===== config.mk =====
export PLATFORM = sky130hd
export DESIGN_NAME = ascii_decimal_to_fixed_point_core
export DESIGN_NICKNAME = d
export VERILOG_FILES = /design/src/rtl/core/adtfp_pkg.sv /design/src/rtl/core/ascii_decimal_to_fixed_point_core.sv
export VERILOG_INCLUDE_DIRS = /design/src /design/src/rtl/core
export SDC_FILE = /design/constraint.sdc
export NUM_CORES = 1
export LEC_CHECK = 0
export ABC_AREA = 1
export ABC_CLOCK_PERIOD_IN_PS = 9200
export BUFFER_PORTS_ARGS = -buffer_cell sky130_fd_sc_hd__buf_4
export CAP_MARGIN = 10
export CORE_MARGIN = 2
export CORE_UTILIZATION = 60
export CTS_BUF_LIST = sky130_fd_sc_hd__clkbuf_4 sky130_fd_sc_hd__clkbuf_8
export DETAILED_ROUTE_END_ITERATION = 8
export GPL_ROUTABILITY_DRIVEN = 0
export MAX_ROUTING_LAYER = met4
export PLACE_DENSITY = 0.86
export SLEW_MARGIN = 15
export SYNTH_ARGS = -nofsm -noshare
export SYNTH_HDL_FRONTEND = slang
export SYNTH_SLANG_ARGS = --single-unit

===== constraint.sdc =====
create_clock -name i_clk -period 9.2 [get_ports i_clk]
set_input_delay 2.76 -clock i_clk [delete_from_list [all_inputs] [get_ports i_clk]]
set_output_delay 2.76 -clock i_clk [all_outputs]
set_load 0.05 [all_outputs]

===== src/rtl/core/assert_macros.svh =====
// Assertion macros for the core RTL files
`ifndef ASSERT_MACROS_SVH
`define ASSERT_MACROS_SVH

// Same-cycle implication, checked out of reset
`define ASSERT_IMPL(label, clk, rst_n, ante, cons, msg) \
    label: assert property (@(posedge clk) disable iff (!rst_n) (ante) |-> (cons)) \
        else $error(msg);

// Next-cycle implication, checked out of reset
`define ASSERT_NEXT(label, clk, rst_n, ante, cons, msg) \
    label: assert property (@(posedge clk) disable iff (!rst_n) (ante) |=> (cons)) \
        else $error(msg);

// Invariant that holds on every checked edge
`define ASSERT_ALWAYS(label, clk, rst_n, cond, msg) \
    label: assert property (@(posedge clk) disable iff (!rst_n) (cond)) \
        else $error(msg);

`endif


===== src/rtl/core/adtfp_pkg.sv =====
// Constants, types and tables for the ASCII decimal to fixed-point core
package adtfp_pkg;

    // Number of fraction digits carried in the fixed-point result (1..18)
    localparam int unsigned PRECISION = 8;

    // Power of ten, evaluated at elaboration
    function automatic logic [63:0] pow10(input int unsigned n);
        logic [63:0] r;
        r = 64'd1;
        for (int unsigned i = 0; i < n; i++) begin
            r = r * 64'd10;
        end
        return r;
    endfunction

    localparam logic [63:0] WHOLE_SCALE = pow10(PRECISION);
    localparam int unsigned FRAC_W      = $clog2(WHOLE_SCALE);
    localparam int unsigned CNT_W       = $clog2(PRECISION + 1);
    localparam int unsigned WS_W        = 64;
    localparam int unsigned WS_NEXT_W   = WS_W + 4;
    localparam int unsigned MAG_W       = WS_W + 1;

    // Magnitude cap and saturation values
    localparam logic [WS_W-1:0] WS_CAP  = 64'h8000_0000_0000_0000;
    localparam logic [WS_W-1:0] SAT_POS = 64'h7FFF_FFFF_FFFF_FFFF;
    localparam logic [WS_W-1:0] SAT_NEG = 64'h8000_0000_0000_0000;

    // Character codes
    localparam logic [7:0] CH_MINUS = 8'h2D;
    localparam logic [7:0] CH_PLUS  = 8'h2B;
    localparam logic [7:0] CH_DOT   = 8'h2E;
    localparam logic [7:0] CH_ZERO  = 8'h30;
    localparam logic [7:0] CH_NINE  = 8'h39;
    localparam logic [7:0] CH_SPACE = 8'h20;
    localparam logic [7:0] CH_TAB   = 8'h09;
    localparam logic [7:0] CH_CR    = 8'h0D;

    typedef logic [FRAC_W-1:0] t_frac;
    typedef t_frac t_weight_tbl [2**CNT_W];

    // Weight of the fraction digit at each position; zero past the last one
    function automatic t_weight_tbl frac_weights();
        t_weight_tbl t;
        for (int unsigned c = 0; c < 2**CNT_W; c++) begin
            if (c < PRECISION) begin
                t[c] = FRAC_W'(pow10(PRECISION - 1 - c));
            end else begin
                t[c] = '0;
            end
        end
        return t;
    endfunction

    localparam t_weight_tbl FRAC_WEIGHT = frac_weights();

    // Parser phase
    typedef enum logic [1:0] {
        PH_SKIP,
        PH_INT,
        PH_FRAC,
        PH_STOP
    } t_phase;

endpackage


===== src/rtl/core/ascii_decimal_to_fixed_point_core.sv =====
// ASCII decimal string to signed fixed-point converter, top level
//
//  channel   direction  handshake           payload
//  input     in         i_valid / o_ready   i_char_code, i_end_of_text
//  output    out        o_valid / i_ready   o_fixed_value, o_overflow
//
// One character per cycle, but a last character waits while the finish stage is full;
// the limit is the multiply-by-ten accumulate loop in the parse stage.
// The input, finish and output registers carry a result in that order.
// Characters keep flowing while a result waits; only a last character waits
// for the finish stage to be free.
// Synchronous active-low reset clears all control and parser state.
`include "assert_macros.svh"

module ascii_decimal_to_fixed_point_core
    import adtfp_pkg::*;
(
    input  logic            i_clk,
    input  logic            i_rst_n,
    input  logic            i_valid,
    output logic            o_ready,
    input  logic [7:0]      i_char_code,
    input  logic            i_end_of_text,
    output logic            o_valid,
    input  logic            i_ready,
    output logic [WS_W-1:0] o_fixed_value,
    output logic            o_overflow
);

    // Input register
    logic       r_in_valid;
    logic [7:0] r_char;
    logic       r_last;

    // Parser state
    t_phase          r_phase, n_phase;
    logic            r_neg, n_neg;
    logic [WS_W-1:0] r_ws, n_ws;      // whole part already times 10^PRECISION
    t_frac           r_frac, n_frac;  // fraction already scaled
    logic [CNT_W-1:0] r_cnt, n_cnt;
    logic            r_big, n_big;    // magnitude passed the cap

    // Finish register
    logic            r_fin_valid;
    logic            r_fin_neg;
    logic [WS_W-1:0] r_fin_ws;
    t_frac           r_fin_frac;
    logic            r_fin_big;

    // Output register
    logic            r_out_valid;
    logic [WS_W-1:0] r_out_value;
    logic            r_out_ovf;

    // Flow control
    logic out_free, fin_free, parse_go, in_free;

    assign out_free = !r_out_valid || i_ready;
    assign fin_free = !r_fin_valid || out_free;
    assign parse_go = r_in_valid && (!r_last || fin_free);
    assign in_free  = !r_in_valid || parse_go;
    assign o_ready  = in_free;

    // Character classes
    logic       is_digit, is_space;
    logic [3:0] digit;

    assign is_digit = (r_char >= CH_ZERO) && (r_char <= CH_NINE);
    assign is_space = (r_char == CH_SPACE) || ((r_char >= CH_TAB) && (r_char <= CH_CR));
    assign digit    = 4'(r_char - CH_ZERO);

    // Phase next state
    always_comb begin
        n_phase = r_phase;
        unique case (r_phase)
            PH_SKIP: begin
                if (is_space) begin
                    n_phase = PH_SKIP;
                end else if (r_char == CH_MINUS || r_char == CH_PLUS || is_digit) begin
                    n_phase = PH_INT;
                end else if (r_char == CH_DOT) begin
                    n_phase = PH_FRAC;
                end else begin
                    n_phase = PH_STOP;
                end
            end
            PH_INT: begin
                if (is_digit) begin
                    n_phase = PH_INT;
                end else if (r_char == CH_DOT) begin
                    n_phase = PH_FRAC;
                end else begin
                    n_phase = PH_STOP;
                end
            end
            PH_FRAC: begin
                if (is_digit && r_cnt < CNT_W'(PRECISION)) begin
                    n_phase = PH_FRAC;
                end else begin
                    n_phase = PH_STOP;
                end
            end
            PH_STOP: begin
                n_phase = PH_STOP;
            end
            default: begin
                n_phase = PH_STOP;
            end
        endcase
    end

    // Datapath controls decoded from the phase
    logic take_whole, take_frac, set_neg;

    always_comb begin
        take_whole = 1'b0;
        take_frac  = 1'b0;
        set_neg    = 1'b0;
        unique case (r_phase)
            PH_SKIP: begin
                take_whole = is_digit;
                set_neg    = (r_char == CH_MINUS);
            end
            PH_INT: begin
                take_whole = is_digit;
            end
            PH_FRAC: begin
                take_frac = is_digit && (r_cnt < CNT_W'(PRECISION));
            end
            PH_STOP: begin
                take_whole = 1'b0;
            end
            default: begin
                take_whole = 1'b0;
            end
        endcase
    end

    // Scaled whole accumulate: ws*10 + digit*10^PRECISION, capped
    logic [WS_NEXT_W-1:0] ws_next;
    logic                 ws_over;
    t_frac                frac_add;

    assign ws_next  = (WS_NEXT_W'(r_ws) << 3) + (WS_NEXT_W'(r_ws) << 1)
                    + (WS_NEXT_W'(WHOLE_SCALE) * WS_NEXT_W'(digit));
    assign ws_over  = ws_next > WS_NEXT_W'(WS_CAP);
    assign frac_add = FRAC_WEIGHT[r_cnt] * FRAC_W'(digit);

    always_comb begin
        n_neg  = r_neg || set_neg;
        n_ws   = r_ws;
        n_big  = r_big;
        n_frac = r_frac;
        n_cnt  = r_cnt;
        if (take_whole && !r_big) begin
            if (ws_over) begin
                n_big = 1'b1;
            end else begin
                n_ws = ws_next[WS_W-1:0];
            end
        end
        if (take_frac) begin
            n_frac = r_frac + frac_add;
            n_cnt  = r_cnt + CNT_W'(1);
        end
    end

    // Input register
    always_ff @(posedge i_clk) begin
        if (!i_rst_n) begin
            r_in_valid <= 1'b0;
        end else if (in_free) begin
            r_in_valid <= i_valid;
        end
        if (in_free && i_valid) begin
            r_char <= i_char_code;
            r_last <= i_end_of_text;
        end
    end

    // Parser state; cleared after the last character of a string
    always_ff @(posedge i_clk) begin
        if (!i_rst_n || (parse_go && r_last)) begin
            r_phase <= PH_SKIP;
            r_neg   <= 1'b0;
            r_ws    <= '0;
            r_frac  <= '0;
            r_cnt   <= '0;
            r_big   <= 1'b0;
        end else if (parse_go) begin
            r_phase <= n_phase;
            r_neg   <= n_neg;
            r_ws    <= n_ws;
            r_frac  <= n_frac;
            r_cnt   <= n_cnt;
            r_big   <= n_big;
        end
    end

    // Finish register: final parser state of one string
    always_ff @(posedge i_clk) begin
        if (!i_rst_n) begin
            r_fin_valid <= 1'b0;
        end else if (fin_free) begin
            r_fin_valid <= parse_go && r_last;
        end
        if (fin_free && parse_go && r_last) begin
            r_fin_neg  <= n_neg;
            r_fin_ws   <= n_ws;
            r_fin_frac <= n_frac;
            r_fin_big  <= n_big;
        end
    end

    // Combine, range check, sign
    logic [MAG_W-1:0] mag, limit;
    logic             fin_ovf;
    logic [WS_W-1:0]  fin_value;

    always_comb begin
        mag     = MAG_W'(r_fin_ws) + MAG_W'(r_fin_frac);
        limit   = r_fin_neg ? MAG_W'(WS_CAP) : MAG_W'(SAT_POS);
        fin_ovf = r_fin_big || (mag > limit);
        if (fin_ovf) begin
            fin_value = r_fin_neg ? SAT_NEG : SAT_POS;
        end else if (r_fin_neg) begin
            fin_value = WS_W'(-mag);
        end else begin
            fin_value = mag[WS_W-1:0];
        end
    end

    // Output register
    always_ff @(posedge i_clk) begin
        if (!i_rst_n) begin
            r_out_valid <= 1'b0;
        end else if (out_free) begin
            r_out_valid <= r_fin_valid;
        end
        if (out_free && r_fin_valid) begin
            r_out_value <= fin_value;
            r_out_ovf   <= fin_ovf;
        end
    end

    assign o_valid       = r_out_valid;
    assign o_fixed_value = r_out_value;
    assign o_overflow    = r_out_ovf;

    // Checks
    `ASSERT_IMPL(a_ovf_saturates, i_clk, i_rst_n, r_out_valid && r_out_ovf,
        r_out_value == SAT_POS || r_out_value == SAT_NEG, "overflow without saturated value")
    `ASSERT_NEXT(a_fin_held, i_clk, i_rst_n, r_fin_valid && !out_free,
        r_fin_valid && r_out_valid, "pending string result dropped")
    `ASSERT_NEXT(a_clear_after_last, i_clk, i_rst_n, parse_go && r_last,
        r_phase == PH_SKIP && r_ws == '0 && !r_big && r_cnt == '0, "parser not cleared")
    `ASSERT_ALWAYS(a_cnt_range, i_clk, i_rst_n, r_cnt <= CNT_W'(PRECISION),
        "fraction digit count out of range")

endmodule

== After elaboration in Yosys (flattened, before gate mapping) ==
Memories as Yosys holds them, arrays and structs flattened.
Index checks and enable logic that the tools add are counted.
Widths: inputs -> output; s select.
Cells by class
  magnitude comparators: 8
  mux-type cells: 20
  equality and inequality tests: 7
  add/subtract/negate cells: 7
  reductions and logical operators: 29
  $mul: 2
  bitwise operators: 1
Operators with widths (number)
  $mux 64: 6
  $mux 27: 3
  $add 67x65->68: 1
  $add 68x31->68: 1
  $gt 68x64->1 const B: 1
  $add 64x27->65: 1
  $gt 65x64->1: 1
  $neg 64->64: 1
  $eq 8x6->1 const B: 4
  $add 27x27->27: 1
  $mul 27x4->27: 1
  $mul 19x4->23 const A: 1
  $logic_and 1x1->1: 10
  $logic_or 1x1->1: 10
  $ge 8x4->1 const B: 1
  $ge 8x6->1 const B: 1
  $le 8x4->1 const B: 1
  $le 8x6->1 const B: 1
  $pmux 2 s4: 1
  $mux 1: 7
  $logic_not 1->1: 6
  $mux 2: 3
  $ge 5x5->1 const B: 1
  $not 4->5: 1
  other kinds (8): 9
Storage, ports and cells
  logic and storage cells: 92
  memory bits (read-only): 432
  output and inout bits: 67
  memories kept: 1
  register bits: 269
Memories
  (no name shown): words 16, width 27, read ports 1, clocked after memory_dff 0, write ports 0, RTL line ascii_decimal_to_fixed_point_core.sv:147  | assign frac_add = FRAC_WEIGHT[r_cnt] * FRAC_W'(digit);

== Longest topological paths before layout ==
  depth in word-level cells: 7
  gate-level depth with buffers: 45
  depth with buffers taken out: 43

== Worst setup path after synthesis ==
No wires, ideal clock.
  path kind: reg2reg
  start point: register r_char[3]
  end point: register r_fin_ws[25] (data pin)
  setup time: 0.264 ns
  buffers on the path: 3
  stages on the path, launching flop included: 42
  arrival: 6.531 ns
  period minus slack after synthesis: 6.794 ns
  setup slack: 2.406 ns
  cells stage by stage: edfxtp_1 clkbuf_1 clkinv_1 ha_1 fa_1 ha_1 clkbuf_1 a21oi_1 o21ai_0 a21oi_1 o21ai_0 nand2_1 nand2_1 a21oi_1 o31ai_1 a21oi_1 o21ai_0 xor2_1 (+6 left out) nand2_1 nor2_1 nand2_1 nand3_1 nand2_1 nand2_1 nand2_1 nor2_1 nand3_1 nor2_1 nand4_1 nand2_2 inv_2 nor2_8 inv_4 buf_4 nand2_1 o21ai_2
On the way
  longest elaborated chain between the ends: 6
  elaborated cells between the ends (all ways): 11
  classes of those cells: add/sub (2); mul (1); order compare (3); mux (3); reduce/logical (2)
Ends and longest elaborated chain
  start: declaration: RTL line ascii_decimal_to_fixed_point_core.sv:32  | logic [7:0] r_char;
  start signal: assignment: RTL line ascii_decimal_to_fixed_point_core.sv:176  | r_char <= i_char_code;
  $sub 4x1->4: RTL line ascii_decimal_to_fixed_point_core.sv:70  | assign digit = 4'(r_char - CH_ZERO);
  $mul 19x4->23: RTL line ascii_decimal_to_fixed_point_core.sv:145  | + (WS_NEXT_W'(WHOLE_SCALE) * WS_NEXT_W'(digit));
  $add 68x31->68: RTL line ascii_decimal_to_fixed_point_core.sv:145
  $gt 68x64->1: RTL line ascii_decimal_to_fixed_point_core.sv:146  | assign ws_over = ws_next > WS_NEXT_W'(WS_CAP);
  $mux 64: RTL line ascii_decimal_to_fixed_point_core.sv:156  | if (ws_over) begin
  $mux 64 (*): RTL line ascii_decimal_to_fixed_point_core.sv:155  | if (take_whole && !r_big) begin
  via n_ws[25]: RTL line ascii_decimal_to_fixed_point_core.sv:38  | logic [WS_W-1:0] r_ws, n_ws;
  end signal: assignment: RTL line ascii_decimal_to_fixed_point_core.sv:209  | r_fin_ws <= n_ws;
  end: declaration: RTL line ascii_decimal_to_fixed_point_core.sv:46  | logic [WS_W-1:0] r_fin_ws;
Mark *: on every way through the listed nets, which the timed path passes. The rest lies on a longest branch.
A chain may end at the register's enable or synchronous reset.

== Worst setup path after layout ==
  start point: register r_char[2]
  end point: register r_fin_ws[41] (data pin)
The elaborated chain is that of the path after synthesis.

==> Implementation_results.wiki <==
{| class="wikitable"
! Metric !! Value
|-
| CP bufs+invs || 3
|-
| Number of search-and-repair iterations in the first detailed-routing pass || 8
|-
| Post-synthesis share of cell area spent on and, or, nand and nor gates || 35.39%
|-
| Hold path startpoint || r_neg$_SDFFE_PP0P_
|-
| Worst reg2reg endpoint || r_fin_ws[41]$_DFFE_PP_
|-
| Setup_tns || 0 ns
|-
| Unrepaired setup endpoints after global routing || no
|-
| Critical path's largest stage delay || 0.57 ns
|-
| Final max-slew violation count || 0
|-
| Hold depth || 2
|-
| Launching element type of the critical path || register
|-
| Multiplexer area fraction after synthesis || 0%
|-
| Slowest cell on the critical path || sky130_fd_sc_hd__edfxtp_1
|-
| Dominant cells by area after synthesis || sky130_fd_sc_hd__nand2_1, sky130_fd_sc_hd__edfxtp_1, sky130_fd_sc_hd__ha_1
|-
| Wire length of the first global-routing pass || around 140000 um
|-
| Global-route total usage across every layer || between 30% and 40%
|-
| Highest metal layer with signal wires || met4
|-
| Kind of cell with the highest combined delay on the critical path || simple AND/OR/NAND/NOR gates
|-
| Final critical-path share of the clock period || 94.63%
|-
| Remaining antenna violation count after routing || 0
|-
| Number of distinct standard cells referenced by the synthesized netlist || 53
|-
| Critical Path RT || about 9.5 ns
|-
| DR vias/cell || ~5.7
|-
| Leading cell types by count after synthesis || sky130_fd_sc_hd__nand2_1, sky130_fd_sc_hd__inv_1, sky130_fd_sc_hd__nor2_1, sky130_fd_sc_hd__ha_1, sky130_fd_sc_hd__nand3_1
|-
| Mean cell area of the mapped netlist || 6.437 um^2
|-
| Resize count post-CTS || 0
|-
| Compound-cell area share of the yosys netlist || 8.820%
|-
| Most numerous cell in the Yosys netlist || sky130_fd_sc_hd__nand2_1
|-
| Worst path arrival time || 8.99 ns
|-
| Metal3 WL || 9341 um
|-
| Final net count || 4994
|-
| Die span in x || 225.4 um
|-
| Met1 Wirelength || 34500 um
|-
| Post-synthesis sequential element count || 269
|-
| Max-cap violations || 0
|-
| Number of enable-type register cells in the synthesized netlist || 167
|-
| Number of I/O pins || 80
|-
| IO Port Bufs || between 70 and 80
|-
| Arithmetic-cell share of the synthesized area counting full adders, half adders and majority gates || approximately 17%
|-
| Maximum level of the CTS H-tree || 2
|-
| Initial core utilization || 60.48%
|-
| Height of the die || 225.4 um
|-
| Classification of the worst setup path || register to register
|-
| Buffer depth of the longest clock path || 3
|-
| Most used flip-flop cell after synthesis || sky130_fd_sc_hd__edfxtp_1
|-
| Post-synth net total || roughly 4900
|-
| Clk_lat worst skew || 0.59 ns
|-
| CTS tree || built
|-
| Number of core rows || just over 80
|-
| Estimated wirelength of the detail-placed design || 70460 um
|-
| Largest area contributor in the netlist || sky130_fd_sc_hd__nand2_1
|-
| P&R area growth vs syn || 6.877%
|-
| Die area || a little over 50000 um^2
|-
| Power density relative to cell area || 108.2 nW/um^2
|-
| Post-DR wirelength/cell || 16.51 um
|-
| Clock buffers created by TritonCTS || 43
|-
| Highest attainable clock frequency || 0.1149 GHz
|-
| Sink of the worst hold path || r_neg$_SDFFE_PP0P_
|-
| Most used cell along the critical path || sky130_fd_sc_hd__nand2_1
|-
| Total leakage power || 16.59 nW
|-
| Maximum resistive drop on vdd || 87.66 uV
|-
| Worst slew pin tran || about 1.0 ns
|-
| Hold Vio Cnt, Final || 0
|-
| Share of layout cells above drive strength 1 || 5.239%
|-
| Synth Warn # || 0
|-
| Remaining global-route overflow || 0
|-
| Final setup skew || 0.03219 ns
|-
| Mapped cell area || 29420 um^2
|-
| Max-Slew Margin vs Limit || 31.71%
|-
| Post-CTS clock slew at the launch and capture registers of the worst setup and hold paths || 0.06 ns
|-
| Worst reg2reg path startpoint || r_char[2]$_DFFE_PP_
|-
| Number of design-rule violations left by the first detailed-router iteration || between 3000 and 4000
|-
| Antenna violations before repair || 2
|-
| Combinational family with the most area after synthesis || simple AND/OR/NAND/NOR gates
|-
| Proportion of netlist area held by the largest area contributor || roughly a fifth
|-
| Synthesized instance count || 4571
|-
| Sum of routed wire length over all layers || 87170 um
|-
| Sort of element at the end of the critical path || register
|-
| Post-route DRC violation count || 0
|-
| Detailed route wirelength on metal2 || 38900 um
|-
| Crit Path Max Fanout || about 80
|-
| Area of the core region || 48650 um^2
|-
| R2r setup slk || 0.49 ns
|-
| Outcome || completed
|-
| Cell at the root of the clock tree || sky130_fd_sc_hd__clkbuf_8
|-
| Clk sinks || 269
|-
| Maximum number of pins on one net before global-route repair || 82
|-
| Share of synthesized flip-flops with an asynchronous set or reset || 0%
|-
| Fraction of synthesized cell area in xor and xnor cells || 2.828%
|-
| Reg2Reg Depth || 37
|-
| Number of vias after detailed routing || roughly 30000
|-
| Worst hold slack || 0.5029 ns
|-
| Path class of the lowest-slack min-delay path || register to register
|-
| Share of the yosys chip area belonging to registers || 23.98%
|-
| Number of global-route vias before repair || 27620
|-
| Final Power || 3.402 mW
|-
| Crit path time final || 8.706 ns
|-
| Setup violators final || 0
|}
## flip-flops by register name (all words and copies together) (netlist names), 2 cells and up
name	flops
o_fixed_value	64
r_char	8
r_cnt	4
r_fin_frac	27
r_fin_ws	64
r_frac	27
r_phase	2
r_ws	64
## where the power goes
part / internal [mW] / switching (mW) / total, mW
Clock: 0.647 / 0.492 / 1.14
Sequential: 1.30 / 0.0194 / 1.32
Combinational: 0.294 / 0.648 / 0.942
Total: 2.24 / 1.16 / 3.40
## through the flow
stage | instance area, um^2 | utilization [%] | cells | setup WS (ns)
after floorplan | 29420 | - | 4571 | 2.406
after global placement | 30480 | 62.66 | 5200 | 1.171
after detailed placement | 30480 | 62.66 | 5200 | 0.8964
after CTS | 31430 | 64.61 | 5278 | 0.8439
after global routing | 31450 | 64.64 | 5281 | 0.02050
final | 31450 | 64.64 | 5281 | 0.4942
## cell type report
cell class | count | area, um^2
Clock buffer | 60 | 757.0
Tap cell | 622 | 778.2
Timing Repair Buffer | 96 | 720.7
Inverter | 778 | 2924
Antenna cell | 2 | 5.005
Sequential cell | 269 | 7057
Fill cell | 4272 | 17200
Clock inverter | 18 | 195.2
Multi-Input combinational cell | 3436 | 19010
## kinds of logic after synthesis
| logic type | after synthesis |
|---|---|
| and+or+nand+nor | 2519 |
| buffers and inverters | 866 |
| AOI/OAI and AO/OA | 465 |
| xor gates and xnor gates | 95 |
| adders and majority gates | 357 |
| DFF | 269 |
## what timing repair did
item,4_1_cts,5_1_grt
setup buffers,0,1
hold buffers,0,0
setup endpoints to repair,0,4
## placed cells by master (no fill, tap or decap), drive strengths merged, types with 27 or more instances in the layout
cell / Yosys / layout
nand2: 1593 / 1593
inv: 774 / 774
nor2: 457 / 457
ha: 267 / 267
o21ai: 210 / 210
nand3: 205 / 205
a21oi: 202 / 202
edfxtp: 167 / 167
nand4: 134 / 134
dfxtp: 102 / 102
buf: 43 / 96
fa: 90 / 90
xor2: 68 / 68
clkbuf: 45 / 60
nor3: 53 / 53
nand3b: 37 / 37
xnor2: 27 / 27
## per-layer routing
layer | global-route usage (%) | vias up
met3 | 6.089 | 329
li1 | - | 14650
met4 | 15.62 | 0
met1 | 43.74 | 13390
met2 | 54.80 | 1589
met5 | - | -
## tightest hold or removal path: cells and delay by family (launching register included)
| kind | cells | cell delay, ns |
|---|---|---|
| flops | 1 | 0.31 |
| simple gates | 2 | 0.14 |
## worst max path at each step
stage,start,to,depth (start not counted)
after floorplan,r_char[3]$_DFFE_PP_,r_fin_ws[25]$_DFFE_PP_,41
after global placement,r_char[2]$_DFFE_PP_,r_fin_ws[48]$_DFFE_PP_,38
after detailed placement,r_char[2]$_DFFE_PP_,r_fin_ws[41]$_DFFE_PP_,40
after CTS,r_char[2]$_DFFE_PP_,r_fin_ws[41]$_DFFE_PP_,40
after global routing,r_char[2]$_DFFE_PP_,r_fin_ws[46]$_DFFE_PP_,40
final,r_char[2]$_DFFE_PP_,r_fin_ws[41]$_DFFE_PP_,37
No activity file was read; power rests on OpenSTA's default activity.
